===== config.mk =====
export PLATFORM = sky130hd
export DESIGN_NAME = bgr_to_hsv_pixel_unit
export DESIGN_NICKNAME = d
export VERILOG_FILES = /design/src/hw/rtl/b2h_pkg.sv /design/src/hw/rtl/b2h_prep.sv /design/src/hw/rtl/b2h_div_step.sv /design/src/hw/rtl/b2h_round.sv /design/src/hw/rtl/bgr_to_hsv_pixel_unit.sv
export SDC_FILE = /design/constraint.sdc
export NUM_CORES = 1
export LEC_CHECK = 0
export BUFFER_PORTS_ARGS = -buffer_cell sky130_fd_sc_hd__buf_2
export CAP_MARGIN = 10
export CORE_MARGIN = 4
export CORE_UTILIZATION = 40
export CTS_BUF_LIST = sky130_fd_sc_hd__clkbuf_8
export DETAILED_ROUTE_END_ITERATION = 16
export SLEW_MARGIN = 10
export SYNTH_ARGS = -nofsm -noshare
export SYNTH_HDL_FRONTEND = slang
export SYNTH_SLANG_ARGS = --single-unit

===== constraint.sdc =====
create_clock -name clk_i -period 6.4 [get_ports clk_i]
set_input_delay 0 -clock clk_i [delete_from_list [all_inputs] [get_ports clk_i]]
set_output_delay 0 -clock clk_i [all_outputs]
set_load 0.01 [all_outputs]

===== src/hw/rtl/b2h_pkg.sv =====
// Shared types and constants of the BGR to HSV pixel unit.
// Used by every module under hw/rtl; depends on nothing.
package b2h_pkg;

  // Channel and numerator widths.
  localparam int unsigned B2H_PIX_W = 8;
  localparam int unsigned B2H_NUM_W = 16;

  // One quotient bit is resolved in each divider stage.
  localparam int unsigned B2H_DIV_STAGES = 8;

  // Two front-end stages, the divider stages and one rounding stage.
  localparam int unsigned B2H_LATENCY = B2H_DIV_STAGES + 3;

  // One divider lane: partial remainder, divisor and quotient bits so far.
  typedef struct packed {
    logic [B2H_NUM_W-1:0] rem;
    logic [B2H_PIX_W-1:0] den;
    logic [B2H_PIX_W-1:0] quo;
  } b2h_lane_t;

  // Side information that travels with each pixel through the pipeline.
  typedef struct packed {
    logic                 valid;
    logic                 hue_zero;
    logic                 sat_zero;
    logic [B2H_PIX_W-1:0] value;
  } b2h_ctrl_t;

endpackage


===== src/hw/rtl/b2h_prep.sv =====
// Front end of the BGR to HSV pixel unit: maximum, minimum, sector and
// the numerators of both divisions, over two register stages. Uses b2h_pkg.
module b2h_prep (
  input  logic              clk_i,
  input  logic              rst_ni,
  input  logic              valid_i,
  input  logic [7:0]        blue_i,
  input  logic [7:0]        green_i,
  input  logic [7:0]        red_i,
  output b2h_pkg::b2h_ctrl_t ctrl_o,
  output b2h_pkg::b2h_lane_t hue_lane_o,
  output b2h_pkg::b2h_lane_t sat_lane_o
);
  import b2h_pkg::*;

  // Which channel holds the maximum.
  localparam logic [1:0] SECT_RED   = 2'd0;
  localparam logic [1:0] SECT_GREEN = 2'd1;
  localparam logic [1:0] SECT_BLUE  = 2'd2;

  localparam logic [7:0] HUE_OFS_GREEN = 8'd60;
  localparam logic [7:0] HUE_OFS_BLUE  = 8'd120;
  localparam logic [7:0] HUE_OFS_WRAP  = 8'd180;

  logic [7:0]        max_c, min_c;
  logic [1:0]        sect_c;
  logic signed [8:0] diff_c;

  logic              a_valid_q;
  logic [7:0]        a_max_q, a_delta_q;
  logic [1:0]        a_sect_q;
  logic signed [8:0] a_diff_q;

  logic [7:0]         ofs_c;
  logic [15:0]        base_c;
  logic signed [17:0] prod_c, num_c;

  b2h_ctrl_t ctrl_q;
  b2h_lane_t hue_lane_q, sat_lane_q;

  // Stage A: pick the maximum with red over green over blue on ties.
  always_comb begin
    min_c = blue_i;
    if (green_i < min_c) min_c = green_i;
    if (red_i < min_c) min_c = red_i;
    if (red_i >= green_i && red_i >= blue_i) begin
      sect_c = SECT_RED;
      max_c  = red_i;
      diff_c = $signed({1'b0, green_i}) - $signed({1'b0, blue_i});
    end else if (green_i >= blue_i) begin
      sect_c = SECT_GREEN;
      max_c  = green_i;
      diff_c = $signed({1'b0, blue_i}) - $signed({1'b0, red_i});
    end else begin
      sect_c = SECT_BLUE;
      max_c  = blue_i;
      diff_c = $signed({1'b0, red_i}) - $signed({1'b0, green_i});
    end
  end

  always_ff @(posedge clk_i or negedge rst_ni) begin
    if (!rst_ni) begin
      a_valid_q <= 1'b0;
    end else begin
      a_valid_q <= valid_i;
    end
  end

  always_ff @(posedge clk_i) begin
    a_max_q   <= max_c;
    a_delta_q <= max_c - min_c;
    a_sect_q  <= sect_c;
    a_diff_q  <= diff_c;
  end

  // Stage B: hue numerator is 30 times the difference plus the sector
  // offset times delta; a negative red-sector hue wraps by 180.
  always_comb begin
    case (a_sect_q)
      SECT_RED:   ofs_c = a_diff_q[8] ? HUE_OFS_WRAP : 8'd0;
      SECT_GREEN: ofs_c = HUE_OFS_GREEN;
      SECT_BLUE:  ofs_c = HUE_OFS_BLUE;
      default:    ofs_c = 8'd0;
    endcase
    base_c = 16'(ofs_c) * 16'(a_delta_q);
    prod_c = 18'(a_diff_q) * 18'sd30;
    num_c  = $signed({2'b00, base_c}) + prod_c;
  end

  always_ff @(posedge clk_i or negedge rst_ni) begin
    if (!rst_ni) begin
      ctrl_q <= '0;
    end else begin
      ctrl_q.valid    <= a_valid_q;
      ctrl_q.hue_zero <= (a_delta_q == 8'd0);
      ctrl_q.sat_zero <= (a_max_q == 8'd0);
      ctrl_q.value    <= a_max_q;
    end
  end

  always_ff @(posedge clk_i) begin
    hue_lane_q.rem <= num_c[15:0];
    hue_lane_q.den <= a_delta_q;
    hue_lane_q.quo <= '0;
    // 255 * delta as a shift and a subtract.
    sat_lane_q.rem <= {a_delta_q, 8'd0} - {8'd0, a_delta_q};
    sat_lane_q.den <= a_max_q;
    sat_lane_q.quo <= '0;
  end

  assign ctrl_o     = ctrl_q;
  assign hue_lane_o = hue_lane_q;
  assign sat_lane_o = sat_lane_q;

endmodule


===== src/hw/rtl/b2h_div_step.sv =====
// One registered step of the restoring divider: resolves one quotient bit.
// Uses b2h_pkg for the lane type.
module b2h_div_step (
  input  logic               clk_i,
  input  b2h_pkg::b2h_lane_t lane_i,
  output b2h_pkg::b2h_lane_t lane_o
);
  import b2h_pkg::*;

  logic [15:0] dvs_c, sub_c;
  logic        fit_c;
  b2h_lane_t   lane_d, lane_q;

  // The divisor sits at bit 7; the remainder shifts up one place a step,
  // so after eight steps it holds 256 times the true remainder.
  always_comb begin
    dvs_c  = {1'b0, lane_i.den, 7'd0};
    fit_c  = (lane_i.rem >= dvs_c);
    sub_c  = fit_c ? (lane_i.rem - dvs_c) : lane_i.rem;
    lane_d.rem = {sub_c[14:0], 1'b0};
    lane_d.den = lane_i.den;
    lane_d.quo = {lane_i.quo[6:0], fit_c};
  end

  always_ff @(posedge clk_i) begin
    lane_q <= lane_d;
  end

  assign lane_o = lane_q;

endmodule


===== src/hw/rtl/b2h_round.sv =====
// Output stage: rounds both quotients to nearest, ties to even, forces the
// gray and black special cases and registers the result. Uses b2h_pkg.
module b2h_round (
  input  logic               clk_i,
  input  logic               rst_ni,
  input  b2h_pkg::b2h_ctrl_t ctrl_i,
  input  b2h_pkg::b2h_lane_t hue_lane_i,
  input  b2h_pkg::b2h_lane_t sat_lane_i,
  output logic               done_o,
  output logic [7:0]         hue_o,
  output logic [7:0]         saturation_o,
  output logic [7:0]         value_o
);
  import b2h_pkg::*;

  logic       hue_up_c, sat_up_c;
  logic [7:0] hue_d, sat_d;
  logic       done_q;
  logic [7:0] hue_q, sat_q, value_q;

  // Round up when twice the remainder passes the divisor, or equals it
  // with an odd quotient.
  function automatic logic round_up(input b2h_lane_t lane);
    logic [8:0] twice;
    logic [8:0] den;
    twice = {lane.rem[15:8], 1'b0};
    den   = {1'b0, lane.den};
    return (twice > den) || ((twice == den) && lane.quo[0]);
  endfunction

  always_comb begin
    hue_up_c = round_up(hue_lane_i);
    sat_up_c = round_up(sat_lane_i);
    hue_d = ctrl_i.hue_zero ? 8'd0 : (hue_lane_i.quo + 8'(hue_up_c));
    sat_d = ctrl_i.sat_zero ? 8'd0 : (sat_lane_i.quo + 8'(sat_up_c));
  end

  always_ff @(posedge clk_i or negedge rst_ni) begin
    if (!rst_ni) begin
      done_q <= 1'b0;
    end else begin
      done_q <= ctrl_i.valid;
    end
  end

  always_ff @(posedge clk_i) begin
    hue_q   <= hue_d;
    sat_q   <= sat_d;
    value_q <= ctrl_i.value;
  end

  assign done_o       = done_q;
  assign hue_o        = hue_q;
  assign saturation_o = sat_q;
  assign value_o      = value_q;

endmodule


===== src/hw/rtl/bgr_to_hsv_pixel_unit.sv =====
// BGR to HSV pixel unit: one pixel in per clock; each pixel passes two
// front-end stages, eight divider stages of one quotient bit each and
// one rounding stage. The unit never stalls, so busy stays low and
// done_o marks each result for exactly one cycle; the receiver must take
// it then. Top level; uses b2h_pkg and all submodules.
module bgr_to_hsv_pixel_unit (
  input  logic       clk_i,
  input  logic       rst_ni,
  input  logic       start,
  output logic       busy,
  input  logic [7:0] blue_i,
  input  logic [7:0] green_i,
  input  logic [7:0] red_i,
  output logic       done_o,
  output logic [7:0] hue_o,
  output logic [7:0] saturation_o,
  output logic [7:0] value_o
);
  import b2h_pkg::*;

  logic      accept_c;
  b2h_ctrl_t ctrl_q [B2H_DIV_STAGES+1];
  b2h_lane_t hue_lane [B2H_DIV_STAGES+1];
  b2h_lane_t sat_lane [B2H_DIV_STAGES+1];

  // A new pixel transaction is taken every cycle that start is high.
  assign busy     = 1'b0;
  assign accept_c = start && !busy;

  b2h_prep u_prep (
    .clk_i      (clk_i),
    .rst_ni     (rst_ni),
    .valid_i    (accept_c),
    .blue_i     (blue_i),
    .green_i    (green_i),
    .red_i      (red_i),
    .ctrl_o     (ctrl_q[0]),
    .hue_lane_o (hue_lane[0]),
    .sat_lane_o (sat_lane[0])
  );

  // Divider stages for both quotients, with the side information
  // registered alongside.
  for (genvar s = 0; s < B2H_DIV_STAGES; s++) begin : g_div
    b2h_div_step u_hue_step (
      .clk_i  (clk_i),
      .lane_i (hue_lane[s]),
      .lane_o (hue_lane[s+1])
    );
    b2h_div_step u_sat_step (
      .clk_i  (clk_i),
      .lane_i (sat_lane[s]),
      .lane_o (sat_lane[s+1])
    );
    always_ff @(posedge clk_i or negedge rst_ni) begin
      if (!rst_ni) begin
        ctrl_q[s+1] <= '0;
      end else begin
        ctrl_q[s+1] <= ctrl_q[s];
      end
    end
  end

  b2h_round u_round (
    .clk_i        (clk_i),
    .rst_ni       (rst_ni),
    .ctrl_i       (ctrl_q[B2H_DIV_STAGES]),
    .hue_lane_i   (hue_lane[B2H_DIV_STAGES]),
    .sat_lane_i   (sat_lane[B2H_DIV_STAGES]),
    .done_o       (done_o),
    .hue_o        (hue_o),
    .saturation_o (saturation_o),
    .value_o      (value_o)
  );

endmodule


==> flow_metrics.py <==
metrics = {
    "outcome": {
        "outcome": "completed",
    },
    "die": {
        "fp.dieH_um": 256,
        "fp-row-count": 90,
        "die_w_um": 256,
        "io_pins": 53,
        "core_area_mm2": 0.0606,
        "start_util_pct": 40.5,
        "dieArea_mm2": 0.0654,
    },
    "global_routing": {
        "grt_pass1_wl_mm": 77.7,
        "track_usage_pct": 14.0,
        "first_global_vias": 17058,
        "antenna_found_initial": 1,
        "grt_overflow": 0,
        "grt_max_degree": 75,
    },
    "layout": {
        "regArea_mm2": 0.0119,
        "nets": 2832,
        "layout-drive-gt1-share_pct": 11.1,
        "areaGrowthSynthToFinish_pct": 14.6,
        "instances_no_fill": 3344,
        "multi_input_area_mm2": 0.0115,
        "fillCellCount": 5635,
    },
    "worst_setup_path": {
        "start_kind": "register",
        "required_ns": 6.91,
        "crit_path_top_delay_cell": "fa_1",
        "arrival_ns": 6.63,
        "critPathKind": "register to register",
        "critPathMaxFanout": 3,
        "cpPeakStageDelay_ns": 0.55,
        "crit_path_frequent_cell": "fa_1",
        "worst_setup_path_end_kind": "register",
    },
    "sta": {
        "relSlewSlack_pct": 26.7,
        "setup_ws_ns": 0.283,
        "setup_viol": 0,
        "max_freq_mhz": 163,
        "timing.hold.ws_ns": 0.0881,
        "fin_worst_skew_ns": 0.0273,
        "worst_pin_slew_ns": 1.09,
        "hold_violations": 0,
        "slew_viol_final": 0,
        "min_period_ns": 6.12,
        "post-route-period-util_pct": 95.6,
    },
    "min_path": {
        "min_path_type": "input port to register",
    },
    "cts": {
        "cts_buffers": 87,
        "insertion_delay_ns": 0.64,
        "cts_root_buf": "clkbuf_8",
        "clkTransAtPathRegs_ns": 0.06,
        "cts.htree.levels": 3,
        "cts_tree": "yes",
        "clockBufferDepth": 3,
        "cts.sinks": 568,
    },
    "logic_synthesis": {
        "synth_cells": 2327,
        "netlist.area_leader.share_pct": 38.1,
        "synth_top_flop_cell": "dfxtp_1",
        "async_flop_share_pct": 17.8,
        "yosysTopAreaCell": "dfxtp_1",
        "syn_area_mm2": 0.0246,
        "syn-num-nets": 2666,
        "synth_edf_count": 0,
        "netlist_top_cells_count": "dfxtp_1 (467), inv_1 (320), ha_1 (245)",
        "ys_warn_count": 0,
        "synth_cell_types": 67,
        "synth.avg_cell_area_um2": 10.6,
        "ys_seq_elements": 568,
        "synthTopCellsByArea": "dfxtp_1 (38%), ha_1 (12%), dfrtp_1 (10%)",
        "ys_seq_area_share_pct": 48.4,
        "yosysMostFrequentCell": "dfxtp_1",
    },
    "drt": {
        "ant_nets": 0,
        "drc": 0,
        "viasPerCell": 4.71,
        "wl_per_cell_um": 13.5,
        "dr_total_vias": 15762,
        "drt-pass1-iter-count": 5,
        "routed_wl_mm": 45.1,
        "drtIter0Drc": 577,
    },
    "placed_design": {
        "dp_hpwl_mm": 34.5,
        "place_ws_ns": -0.0437,
        "gp_routability_congestion": 0.863,
        "dp.cells": 3144,
        "numPortBuffers": 51,
    },
    "flow_run": {
        "drv_cap": 0,
    },
}
==> what timing repair did <==
| action | 4_1_cts | 5_1_grt |
|---|---|---|
| setup endpoints to repair | 1 | 2 |
| setup buffers | 0 | 3 |
| hold buffers | 39 | 0 |
| endpoints found under the hold margin | 125 | 0 |
| resized for setup | 1 | 25 |
| pin swaps | 1 | 12 |
==> worst max-delay path, delay by kind of cell, from the launching register on <==
family	cells	cell delay, ns
adders and majority gates	9	3.25
buffers and inverters	5	0.24
muxes	1	0.28
and+or+nand+nor	4	0.52
DFF	1	0.36
AOI/OAI and AO/OA	6	0.85
xor gates and xnor gates	3	0.48
==> stage by stage <==
stage	TNS [ns]	utilization, %	area [um^2]
5_1_grt	-0.0222	46.5	28200
3_5_place_dp	-0.0437	42.5	25700
6_report	0	46.5	28200
2_1_floorplan	0	-	24600
4_1_cts	0	46.2	28000
3_3_place_gp	0	42.5	25700
==> area by class of cell <==
type / instances / area share [%]
flip-flops and latches: 568 / 42.2
well taps: 782 / 3.48
multi-input cells: 1416 / 41.0
repair buffers: 100 / 2.60
clock buffers: 113 / 5.52
diodes: 1 / 0.00889
clock inverters: 44 / 0.947
inverters: 320 / 4.27
==> placed cells by master, fill, tap and decap left out, types with 8 or more instances in the layout <==
cell / count
xor2_1: 43
nor2_1: 160
fa_1: 67
buf_2: 50
buf_4: 11
ha_1: 236
o21ai_0: 93
ha_4: 8
clkbuf_8: 113
xnor2_1: 88
a211oi_1: 15
o21ai_1: 11
dfxtp_1: 463
nor2b_1: 57
nand2b_1: 52
o21a_1: 20
a21boi_0: 20
nand2_1: 85
dlygate4sd3_1: 38
and2_1: 29
mux2_2: 50
inv_1: 346
mux2i_1: 23
a21oi_1: 115
dfrtp_1: 101
a21o_1: 47
and3_1: 16
clkinv_2: 9
or4_1: 8
nor3_1: 26
o31ai_1: 8
nand4_1: 26
nand3_1: 20
==> cells by family (layout without fill, tap and decap cells) <==
| group | Yosys count | after routing | share of synthesized area, % |
|---|---|---|---|
| AOI/OAI and AO/OA | 381 | 381 | 9.68 |
| adders and majority gates | 312 | 312 | 17.9 |
| buffers and inverters | 343 | 577 | 5.34 |
| DFF | 568 | 568 | 48.4 |
| other | 1 | 2 | 0.0153 |
| xor gates and xnor gates | 133 | 133 | 4.74 |
| muxes | 74 | 74 | 3.27 |
| and+or+nand+nor | 515 | 515 | 10.6 |
==> routing by layer <==
metal	up-vias	track usage (%)	share of wire [%]
met1	7356	15.5	42
met3	127	2.82	3.1
met4	0	5.55	3.6
met2	233	26.2	51
li1	8046	-	-
met5	-	0	0
==> final timing paths <==
path | slack [ns] | to | depth (start not counted) | from
worst max-delay path | 0.28 | u_prep.hue_lane_o[31] | 28 | u_prep.a_diff_q[2]
worst min-delay path | 0.09 | u_prep.a_delta_q[3] | 7 | blue_i[3]
max in group asynchronous | 5.13 | ctrl_q[12] | 4 | rst_ni
min in group asynchronous | 0.40 | ctrl_q[49] | 4 | rst_ni
worst max register to register | 0.28 | u_prep.hue_lane_o[31] | 28 | u_prep.a_diff_q[2]
worst min register to register | 0.31 | g_div[2].u_hue_step.lane_o[1] | 0 | g_div[1].u_hue_step.lane_o[0]
==> registers in the layout, summed over array words and instances, names as in the netlist, 9 cells and up <==
signal                   count
ctrl_q                      88
g_div.u_hue_step.lane_o    185
g_div.u_sat_step.lane_o    185
u_prep.a_diff_q              9
u_prep.ctrl_o               11
u_prep.hue_lane_o           23
u_prep.sat_lane_o           23
Power is left out: the tool's default activity adds up to more than one toggle a clock period on the data nets, which glitch-free logic cannot reach.
